<file path="config.mk">
export PLATFORM = sky130hd
export DESIGN_NAME = vectored_interrupt_controller_core
export DESIGN_NICKNAME = d
export VERILOG_FILES = /design/src/hdl/vic_pkg.sv /design/src/hdl/vic_ram.sv /design/src/hdl/vic_bank.sv /design/src/hdl/vic_vtab.sv /design/src/hdl/vectored_interrupt_controller_core.sv
export SDC_FILE = /design/constraint.sdc
export NUM_CORES = 1
export LEC_CHECK = 0
export BUFFER_PORTS_ARGS = -buffer_cell sky130_fd_sc_hd__buf_2
export CORE_MARGIN = 2
export CORE_UTILIZATION = 28
export DETAILED_ROUTE_END_ITERATION = 10
export PLACE_DENSITY_LB_ADDON = 0.2
export SETUP_SLACK_MARGIN = 0.05
export SLEW_MARGIN = 20
export SYNTH_ARGS = -nofsm -noshare
export SYNTH_HDL_FRONTEND = slang
export SYNTH_SLANG_ARGS = --single-unit
</file>
<file path="constraint.sdc">
create_clock -name clk -period 6.7 [get_ports clk]
set_input_delay 0 -clock clk [delete_from_list [all_inputs] [get_ports clk]]
set_output_delay 0 -clock clk [all_outputs]
set_load 0.02 [all_outputs]
</file>
<file path="src/hdl/vic_pkg.sv">
// ----------------------------------------------------------------------------
// vic_pkg
// Shared types and constants of the vectored interrupt controller.
// ----------------------------------------------------------------------------
package vic_pkg;

  localparam int SOURCES_DEF     = 64;
  localparam int VECTOR_BITS_DEF = 8;
  localparam int MAX_SOURCES     = 64;
  localparam int BANK_BITS       = 32;
  localparam int SRC_NUM_BITS    = 6;
  localparam int VEC_FIELD_BITS  = 8;

  typedef enum logic [1:0] {
    OP_TICK  = 2'd0,
    OP_READ  = 2'd1,
    OP_WRITE = 2'd2,
    OP_TABLE = 2'd3
  } vic_op_t;

  localparam logic [3:0] IDX_PENDING_HI = 4'd4;
  localparam logic [3:0] IDX_PENDING_LO = 4'd8;
  localparam logic [3:0] IDX_MASK_HI    = 4'd5;
  localparam logic [3:0] IDX_MASK_LO    = 4'd9;
  localparam logic [3:0] IDX_ACK_HI     = 4'd6;
  localparam logic [3:0] IDX_ACK_LO     = 4'd10;

  localparam logic [1:0] CFG_ADDR_DEFAULT_VECTOR = 2'd0;

  typedef struct packed {
    logic                 none;
    logic [BANK_BITS-1:0] rdata;
  } vic_stat_t;

endpackage

</file>
<file path="src/hdl/vic_ram.sv">
// ----------------------------------------------------------------------------
// vic_ram
// Generic single write port RAM with registered read.
// ----------------------------------------------------------------------------
module vic_ram #(
  parameter int WIDTH = 8,
  parameter int DEPTH = 64
) (
  input  logic                     clk,
  input  logic                     we,
  input  logic [$clog2(DEPTH)-1:0] waddr,
  input  logic [WIDTH-1:0]         wdata,
  input  logic                     re,
  input  logic [$clog2(DEPTH)-1:0] raddr,
  output logic [WIDTH-1:0]         rdata
);

  logic [WIDTH-1:0] mem [DEPTH];

  always_ff @(posedge clk) begin
    if (we) begin
      mem[waddr] <= wdata;
    end
    if (re) begin
      rdata <= mem[raddr];
    end
  end

endmodule

</file>
<file path="src/hdl/vic_bank.sv">
// ----------------------------------------------------------------------------
// vic_bank
// Pending and mask registers, bank register access and priority encode.
// ----------------------------------------------------------------------------
module vic_bank #(
  parameter int SOURCES = vic_pkg::SOURCES_DEF
) (
  input  logic                              clk,
  input  logic                              rst_n,
  input  logic                              step,
  input  vic_pkg::vic_op_t                  op,
  input  logic [vic_pkg::MAX_SOURCES-1:0]   lines,
  input  logic [3:0]                        idx,
  input  logic [vic_pkg::BANK_BITS-1:0]     data,
  output logic [$clog2(SOURCES)-1:0]        found,
  output vic_pkg::vic_stat_t                stat
);

  localparam int SRC_W = $clog2(SOURCES);
  localparam int BB    = vic_pkg::BANK_BITS;

  logic [SOURCES-1:0]              pending_r, pending_nxt;
  logic [SOURCES-1:0]              mask_r, mask_nxt;
  logic [vic_pkg::MAX_SOURCES-1:0] pend_s, mask_w, ack_w;
  logic [BB-1:0]                   rdata;

  always_comb begin
    pend_s = vic_pkg::MAX_SOURCES'(pending_r | (lines[SOURCES-1:0] & mask_r));
    mask_w = vic_pkg::MAX_SOURCES'(mask_r);
    ack_w  = '0;
    rdata  = '0;
    if (op == vic_pkg::OP_READ) begin
      case (idx)
        vic_pkg::IDX_PENDING_HI: rdata = pend_s[2*BB-1:BB];
        vic_pkg::IDX_PENDING_LO: rdata = pend_s[BB-1:0];
        vic_pkg::IDX_MASK_HI:    rdata = mask_w[2*BB-1:BB];
        vic_pkg::IDX_MASK_LO:    rdata = mask_w[BB-1:0];
        default:                 rdata = '0;
      endcase
    end else if (op == vic_pkg::OP_WRITE) begin
      case (idx)
        vic_pkg::IDX_MASK_HI: mask_w = {data, mask_w[BB-1:0]};
        vic_pkg::IDX_MASK_LO: mask_w = {mask_w[2*BB-1:BB], data};
        vic_pkg::IDX_ACK_HI:  ack_w  = {data, {BB{1'b0}}};
        vic_pkg::IDX_ACK_LO:  ack_w  = {{BB{1'b0}}, data};
        default:              ack_w  = '0;
      endcase
    end
    pending_nxt = pend_s[SOURCES-1:0] & ~ack_w[SOURCES-1:0];
    mask_nxt    = mask_w[SOURCES-1:0];
  end

  // lowest-numbered pending source
  always_comb begin
    found = '0;
    for (int i = SOURCES - 1; i >= 0; i--) begin
      if (pending_nxt[i]) begin
        found = SRC_W'(i);
      end
    end
    stat.none  = ~|pending_nxt;
    stat.rdata = rdata;
  end

  always_ff @(posedge clk) begin
    if (!rst_n) begin
      pending_r <= '0;
      mask_r    <= '0;
    end else if (step) begin
      pending_r <= pending_nxt;
      mask_r    <= mask_nxt;
    end
  end

endmodule

</file>
<file path="src/hdl/vic_vtab.sv">
// ----------------------------------------------------------------------------
// vic_vtab
// Source-to-vector table: RAM, per-entry valid bits, write forwarding.
// ----------------------------------------------------------------------------
module vic_vtab #(
  parameter int SOURCES     = vic_pkg::SOURCES_DEF,
  parameter int VECTOR_BITS = vic_pkg::VECTOR_BITS_DEF
) (
  input  logic                       clk,
  input  logic                       rst_n,
  input  logic                       rd_en,
  input  logic [$clog2(SOURCES)-1:0] rd_addr,
  input  logic                       wr_en,
  input  logic [$clog2(SOURCES)-1:0] wr_addr,
  input  logic [VECTOR_BITS-1:0]     wr_data,
  output logic [VECTOR_BITS-1:0]     entry
);

  logic [SOURCES-1:0]     valid_r;
  logic                   hit_valid_r;
  logic                   fwd_r;
  logic [VECTOR_BITS-1:0] fwd_vec_r;
  logic [VECTOR_BITS-1:0] ram_q;

  vic_ram #(
    .WIDTH(VECTOR_BITS),
    .DEPTH(SOURCES)
  ) u_ram (
    .clk  (clk),
    .we   (wr_en),
    .waddr(wr_addr),
    .wdata(wr_data),
    .re   (rd_en),
    .raddr(rd_addr),
    .rdata(ram_q)
  );

  always_ff @(posedge clk) begin
    if (!rst_n) begin
      valid_r     <= '0;
      hit_valid_r <= 1'b0;
      fwd_r       <= 1'b0;
    end else begin
      if (wr_en) begin
        valid_r[wr_addr] <= 1'b1;
      end
      if (rd_en) begin
        hit_valid_r <= valid_r[rd_addr];
        fwd_r       <= wr_en && (wr_addr == rd_addr);
      end
    end
  end

  always_ff @(posedge clk) begin
    if (rd_en) begin
      fwd_vec_r <= wr_data;
    end
  end

  // write in the same transfer as the lookup wins over the stored entry
  assign entry = fwd_r ? fwd_vec_r : (hit_valid_r ? ram_q : '0);

endmodule

</file>
<file path="src/hdl/vectored_interrupt_controller_core.sv">
// ----------------------------------------------------------------------------
// vectored_interrupt_controller_core
// 64-source priority interrupt controller with vector table and APB config.
//
//   channel  | handshake          | payload
//   ---------+--------------------+---------------------------------------
//   in_      | in_valid/in_ready  | operation, irq_lines, reg_index, ...
//   out_     | out_valid/out_ready| read_data, none_pending, source, vector
//   config   | psel/penable/...   | default_vector at address 0
//
// One transfer per cycle in and out while out_ready is held high; a result is offered
// after its input transfer passes the input register, table read and output register.
// The vector table RAM read port sets the middle stage.
// rst_n is synchronous; the table reads as zero after reset via valid bits.
// While a result waits, two more input transfers fill the stages behind it,
// then in_ready follows out_ready.
// ----------------------------------------------------------------------------
module vectored_interrupt_controller_core #(
  parameter int SOURCES     = vic_pkg::SOURCES_DEF,
  parameter int VECTOR_BITS = vic_pkg::VECTOR_BITS_DEF
) (
  input  logic        clk,
  input  logic        rst_n,
  input  logic        in_valid,
  output logic        in_ready,
  input  logic [1:0]  in_operation,
  input  logic [63:0] in_irq_lines,
  input  logic [3:0]  in_reg_index,
  input  logic [31:0] in_write_data,
  input  logic [5:0]  in_source_number,
  input  logic [7:0]  in_vector_value,
  output logic        out_valid,
  input  logic        out_ready,
  output logic [31:0] out_read_data,
  output logic        out_none_pending,
  output logic [5:0]  out_pending_source,
  output logic [7:0]  out_current_vector,
  input  logic        psel,
  input  logic        penable,
  input  logic        pwrite,
  input  logic [1:0]  paddr,
  input  logic [31:0] pwdata,
  output logic [31:0] prdata,
  output logic        pready
);

  localparam int SRC_W = $clog2(SOURCES);

  // input stage
  logic                  s1_valid_r;
  vic_pkg::vic_op_t      s1_op_r;
  logic [63:0]           s1_lines_r;
  logic [3:0]            s1_idx_r;
  logic [31:0]           s1_data_r;
  logic [5:0]            s1_src_r;
  logic [7:0]            s1_vec_r;

  // lookup stage
  logic                  s2_valid_r;
  vic_pkg::vic_stat_t    s2_stat_r;
  logic [SRC_W-1:0]      s2_found_r;

  // output stage
  logic                  out_valid_r;

  logic [VECTOR_BITS-1:0] def_vec_r;

  logic                   adv_o, rdy2, adv1, adv2;
  logic [SRC_W-1:0]       found;
  vic_pkg::vic_stat_t     stat;
  logic                   tab_we;
  logic [VECTOR_BITS-1:0] entry, cur_vec;

  assign adv_o    = !out_valid_r || out_ready;
  assign rdy2     = !s2_valid_r || adv_o;
  assign adv1     = s1_valid_r && rdy2;
  assign adv2     = s2_valid_r && adv_o;
  assign in_ready = !s1_valid_r || rdy2;

  assign tab_we = adv1 && (s1_op_r == vic_pkg::OP_TABLE) &&
                  ({1'b0, s1_src_r} < 7'(SOURCES));

  vic_bank #(
    .SOURCES(SOURCES)
  ) u_bank (
    .clk  (clk),
    .rst_n(rst_n),
    .step (adv1),
    .op   (s1_op_r),
    .lines(s1_lines_r),
    .idx  (s1_idx_r),
    .data (s1_data_r),
    .found(found),
    .stat (stat)
  );

  vic_vtab #(
    .SOURCES    (SOURCES),
    .VECTOR_BITS(VECTOR_BITS)
  ) u_vtab (
    .clk    (clk),
    .rst_n  (rst_n),
    .rd_en  (adv1),
    .rd_addr(found),
    .wr_en  (tab_we),
    .wr_addr(s1_src_r[SRC_W-1:0]),
    .wr_data(VECTOR_BITS'(s1_vec_r)),
    .entry  (entry)
  );

  assign cur_vec = (s2_stat_r.none || entry == '0) ? def_vec_r : entry;

  // pipeline control
  always_ff @(posedge clk) begin
    if (!rst_n) begin
      s1_valid_r  <= 1'b0;
      s2_valid_r  <= 1'b0;
      out_valid_r <= 1'b0;
    end else begin
      if (in_ready) begin
        s1_valid_r <= in_valid;
      end
      if (rdy2) begin
        s2_valid_r <= adv1;
      end
      if (adv_o) begin
        out_valid_r <= adv2;
      end
    end
  end

  // payload
  always_ff @(posedge clk) begin
    if (in_valid && in_ready) begin
      s1_op_r    <= vic_pkg::vic_op_t'(in_operation);
      s1_lines_r <= in_irq_lines;
      s1_idx_r   <= in_reg_index;
      s1_data_r  <= in_write_data;
      s1_src_r   <= in_source_number;
      s1_vec_r   <= in_vector_value;
    end
    if (adv1) begin
      s2_stat_r  <= stat;
      s2_found_r <= found;
    end
    if (adv2) begin
      out_read_data      <= s2_stat_r.rdata;
      out_none_pending   <= s2_stat_r.none;
      out_pending_source <= 6'(s2_found_r);
      out_current_vector <= 8'(cur_vec);
    end
  end

  assign out_valid = out_valid_r;

  // config port
  always_ff @(posedge clk) begin
    if (!rst_n) begin
      def_vec_r <= '0;
    end else if (psel && penable && pwrite && pready &&
                 paddr == vic_pkg::CFG_ADDR_DEFAULT_VECTOR) begin
      def_vec_r <= VECTOR_BITS'(pwdata[7:0]);
    end
  end

  assign pready = 1'b1;
  assign prdata = (paddr == vic_pkg::CFG_ADDR_DEFAULT_VECTOR) ? 32'(def_vec_r) : 32'd0;

endmodule

</file>
==> key figures <==
Finish
  – Multi-input gate area: 10800 µm²
  – Area growth syn-to-layout: 23.3%
  – FILL cells: 12787
  – # diodes: 0
  – # nets final: 3169
  – Share of cells above drive strength 1: 20.2%
  – Final core utilization: 34.7%
  – Seq. cell area: 26000 µm²

Die
  – I/O pin cnt: 239
  – Initial Util: 28.2%
  – Core area: 133000 µm²
  – Site Rows: 134
  – Die area: 137000 µm²
  – Die Y: 370 µm
  – Die Wd: 370 µm

Place
  – PortBufs: 189
  – GP Congestion: 0.902
  – Dpl hpwl: 77000 µm

Job
  – Maxcap violations: 0

Critical path
  – Critical Path Sink Type: flip-flop
  – RR Startpoint: s1_op_r[0]$_DFFE_PP_
  – Worst EP arrival: 6.31 ns
  – Critical path class: reg2reg
  – Worst EP required: 7.16 ns
  – Crit. Startpoint: s1_op_r[0]$_DFFE_PP_
  – Worst r2r path cells: 14
  – CP max FO: 40
  – Worst setup SP type: flip-flop

Logic synthesis
  – Yosys warns: 0
  – Synth Area in Compound Gates: 12.3%
  – Sequential area share after synthesis: 69.3%
  – Syn_area_per_cell: 14.8 µm²
  – Cells after synthesis: 2535
  – Mapped cell area: 37500 µm²
  – Synth Area in Adders: 0%
  – Post-synthesis simple-gate area fraction: 7.34%
  – Synthesized flop and latch total: 935
  – Dominant synthesized flop cell: edfxtp_1
  – Leading post-synthesis cells by cell area: edfxtp_1, dfxtp_1, mux4_2
  – Xor/xnor cell area share of the yosys netlist: 0.140%
  – Most area-hungry cell type in the Yosys netlist: edfxtp_1
  – Largest family of logic cells by synthesized area: compound AO/OA/AOI/OAI gates
  – EDFF count, synth: 730
  – Post-synth cell types: 85
  – Share of the synthesized area in the top cell type: 58.4%
  – Post-synthesis mux area share: 8.35%
  – Post-synth ARST share: 0%

Global route
  – Global route total overflow: 0
  – GR Util All Layers: 17.1%
  – Initial antenna violation count: 1
  – Largest net degree at the start of global routing: 107
  – Global-route wire length before repair: 172000 µm
  – Vias in the first global route: 24895

Timing
  – Slew at the pin closest to its max-slew limit: 1.09 ns
  – Minimum clock period: 5.85 ns
  – Slew Limit Fails: 0
  – TNS Setup: 0 ns
  – Unrepaired setup endpoints after global routing: false
  – Hold Fails Final Rpt: 0
  – Final period util: 87.3%
  – Max Fclk: 171 MHz
  – # setup viols final: 0
  – Layout Skew: 0.0623 ns
  – Slew Limit Headroom: 27.3%

Clock tree
  – Worst-Skew Late Latency: 0.72 ns
  – Max H-tree Level: 3
  – Clk Tree Root Cell: clkbuf_16
  – Worst-case clock buffer depth: 3
  – CTS tree: yes
  – Num CTS Buffers: 100
  – Clock slew at reported path FFs: 0.06 ns
  – Clock sinks: 935

Power and ir drop
  – Peak VDD IR: 0.000205 V
  – Pleak: 15.3 nW
  – PwrDens: 275 nW/µm²
  – Overall power: 0.0127 W

Drt
  – TritonRoute pass-1 iters: 7
  – Vias/cell: 5.07
  – WL final: 119000 µm
  – Routed WL per cell: 24.5 µm
  – Via count: 24669
  – Initial DRC count: 1916
  – Antenna viol nets, final: 0
  – DRC violations left: 0

Status
  – Status: finished, final reports clean

Worst hold path
  – Hold Path Class: in2reg
  – Hold Path Depth: 2
  – Worst hold start: in_irq_lines[4]
==> stage by stage <==
stage / cells / hold slack [ns] / cell area (µm²) / setup slack [ns]
after floorplan: 2558 / 0.0989 / 37600 / 2.10
after global placement: 4445 / 0.180 / 40700 / 0.993
after detailed placement: 4445 / 0.178 / 40800 / 0.961
after CTS: 4866 / 0.000965 / 46300 / 0.888
after global routing: 4866 / 0.0349 / 46300 / 0.654
final: 4866 / 0.0484 / 46300 / 0.852
==> layer usage <==
layer,part of all wire (%),vias up,track usage [%]
met1,43,12748,22.7
met3,5.8,192,2.41
li1,-,10831,-
met2,48,898,28.7
met4,3.0,0,5.96
met5,0,-,0
==> cell families after synthesis <==
family                    count (synthesis)
and+or+nand+nor                         618
buffers and inverters                   171
muxes                                   149
AOI/OAI and AO/OA                       654
xor gates and xnor gates                  6
other                                     2
DFF                                     935
==> cells in the mapped netlist (7+ instances only) <==
cell type  count
a211oi_1      17
a21boi_0     116
a21o_1        13
a21oi_1      143
a221oi_1      33
a22o_1        10
a22oi_1       65
a31o_2        10
a31oi_1       36
and2_1        20
and3_1        10
buf_1         13
buf_2         19
buf_4         42
buf_6          9
clkbuf_1      74
dfxtp_1      205
edfxtp_1     730
inv_1          7
mux2i_1       16
mux4_2       131
nand2_1      312
nand3_1       18
nand4_1       12
nor2_1       146
nor2b_1       36
nor3_1        12
nor4_1        12
o211ai_1       8
o21a_1        67
o21ai_0       20
o22ai_1       59
==> cell usage in the layout (no fill, tap or decap), drive strengths merged, types with 5 or more instances in the layout <==
master	instances
edfxtp	730
conb	25
nor4	12
a31o	10
a21o	13
mux2i	16
o211ai	9
nor2	147
inv	11
clkinv	48
a2111o	5
nor3	17
nand2b	7
nor2b	36
dlygate4sd3	233
and2	20
nand3	19
nand4	12
nand2	315
a21boi	116
a21oi	145
buf	279
o21a	67
a22o	10
xnor2	6
a211oi	17
mux4	131
a221oi	33
a2111oi	14
o21ai	22
a31oi	36
clkbuf	133
a22oi	67
o22ai	59
and3	10
or3	6
dfxtp	205
==> state kept, by name, indices dropped and copies added (netlist names), 8 cells and up <==
register and cells:
def_vec_r 8, out_current_vector 8, out_read_data 32, s1_data_r 32, s1_lines_r 64, s1_vec_r 8
s2_stat_r 33, u_bank.mask_r 64, u_bank.pending_r 64, u_vtab.fwd_vec_r 8, u_vtab.u_ram.mem 512, u_vtab.u_ram.rdata 8
u_vtab.valid_r 64
==> where the power goes <==
part / switching [W] / internal, W
combinational: 0.000530 / 0.000343
sequential: 0.0000904 / 0.00638
clock: 0.00234 / 0.00303
==> final timing paths <==
check                                     to  slack [ns]
max reg2reg  u_vtab.u_ram.rdata[3]$_DFFE_PP_        0.85
min reg2reg       out_read_data[3]$_DFFE_PP_        0.38
max          u_vtab.u_ram.rdata[3]$_DFFE_PP_        0.85
min                  s1_lines_r[4]$_DFFE_PP_        0.05
==> timing repair <==
| item | CTS | global route |
|---|---|---|
| hold buffers | 233 | 0 |
| endpoints found under the hold margin | 219 | 0 |
| resized for setup | 0 | 0 |
| setup buffers | 0 | 0 |
==> critical path, stage by stage (launching register included) <==
cell and delay [ns]:
edfxtp_1 0.45, and4bb_4 0.77, and2_1 0.38, buf_4 0.29, a21o_1 0.18, o211ai_1 0.25
a311oi_2 0.62, o211ai_4 0.23, nand2_8 0.40, buf_4 0.37, buf_4 0.23, mux4_2 0.57
a22oi_1 0.29, nand2_1 0.13, or3_1 0.36
==> layout make-up <==
| cell class | instances | share of cell area, % |
|---|---|---|
| Timing Repair Buffer | 512 | 8.77 |
| Tap cell | 1768 | 4.78 |
| Sequential cell | 935 | 56.2 |
| Clock buffer | 133 | 5.90 |
| Multi-Input combinational cell | 1452 | 23.2 |
| Clock inverter | 55 | 0.971 |
| Inverter | 11 | 0.116 |
(Power assumes the default switching activity.)
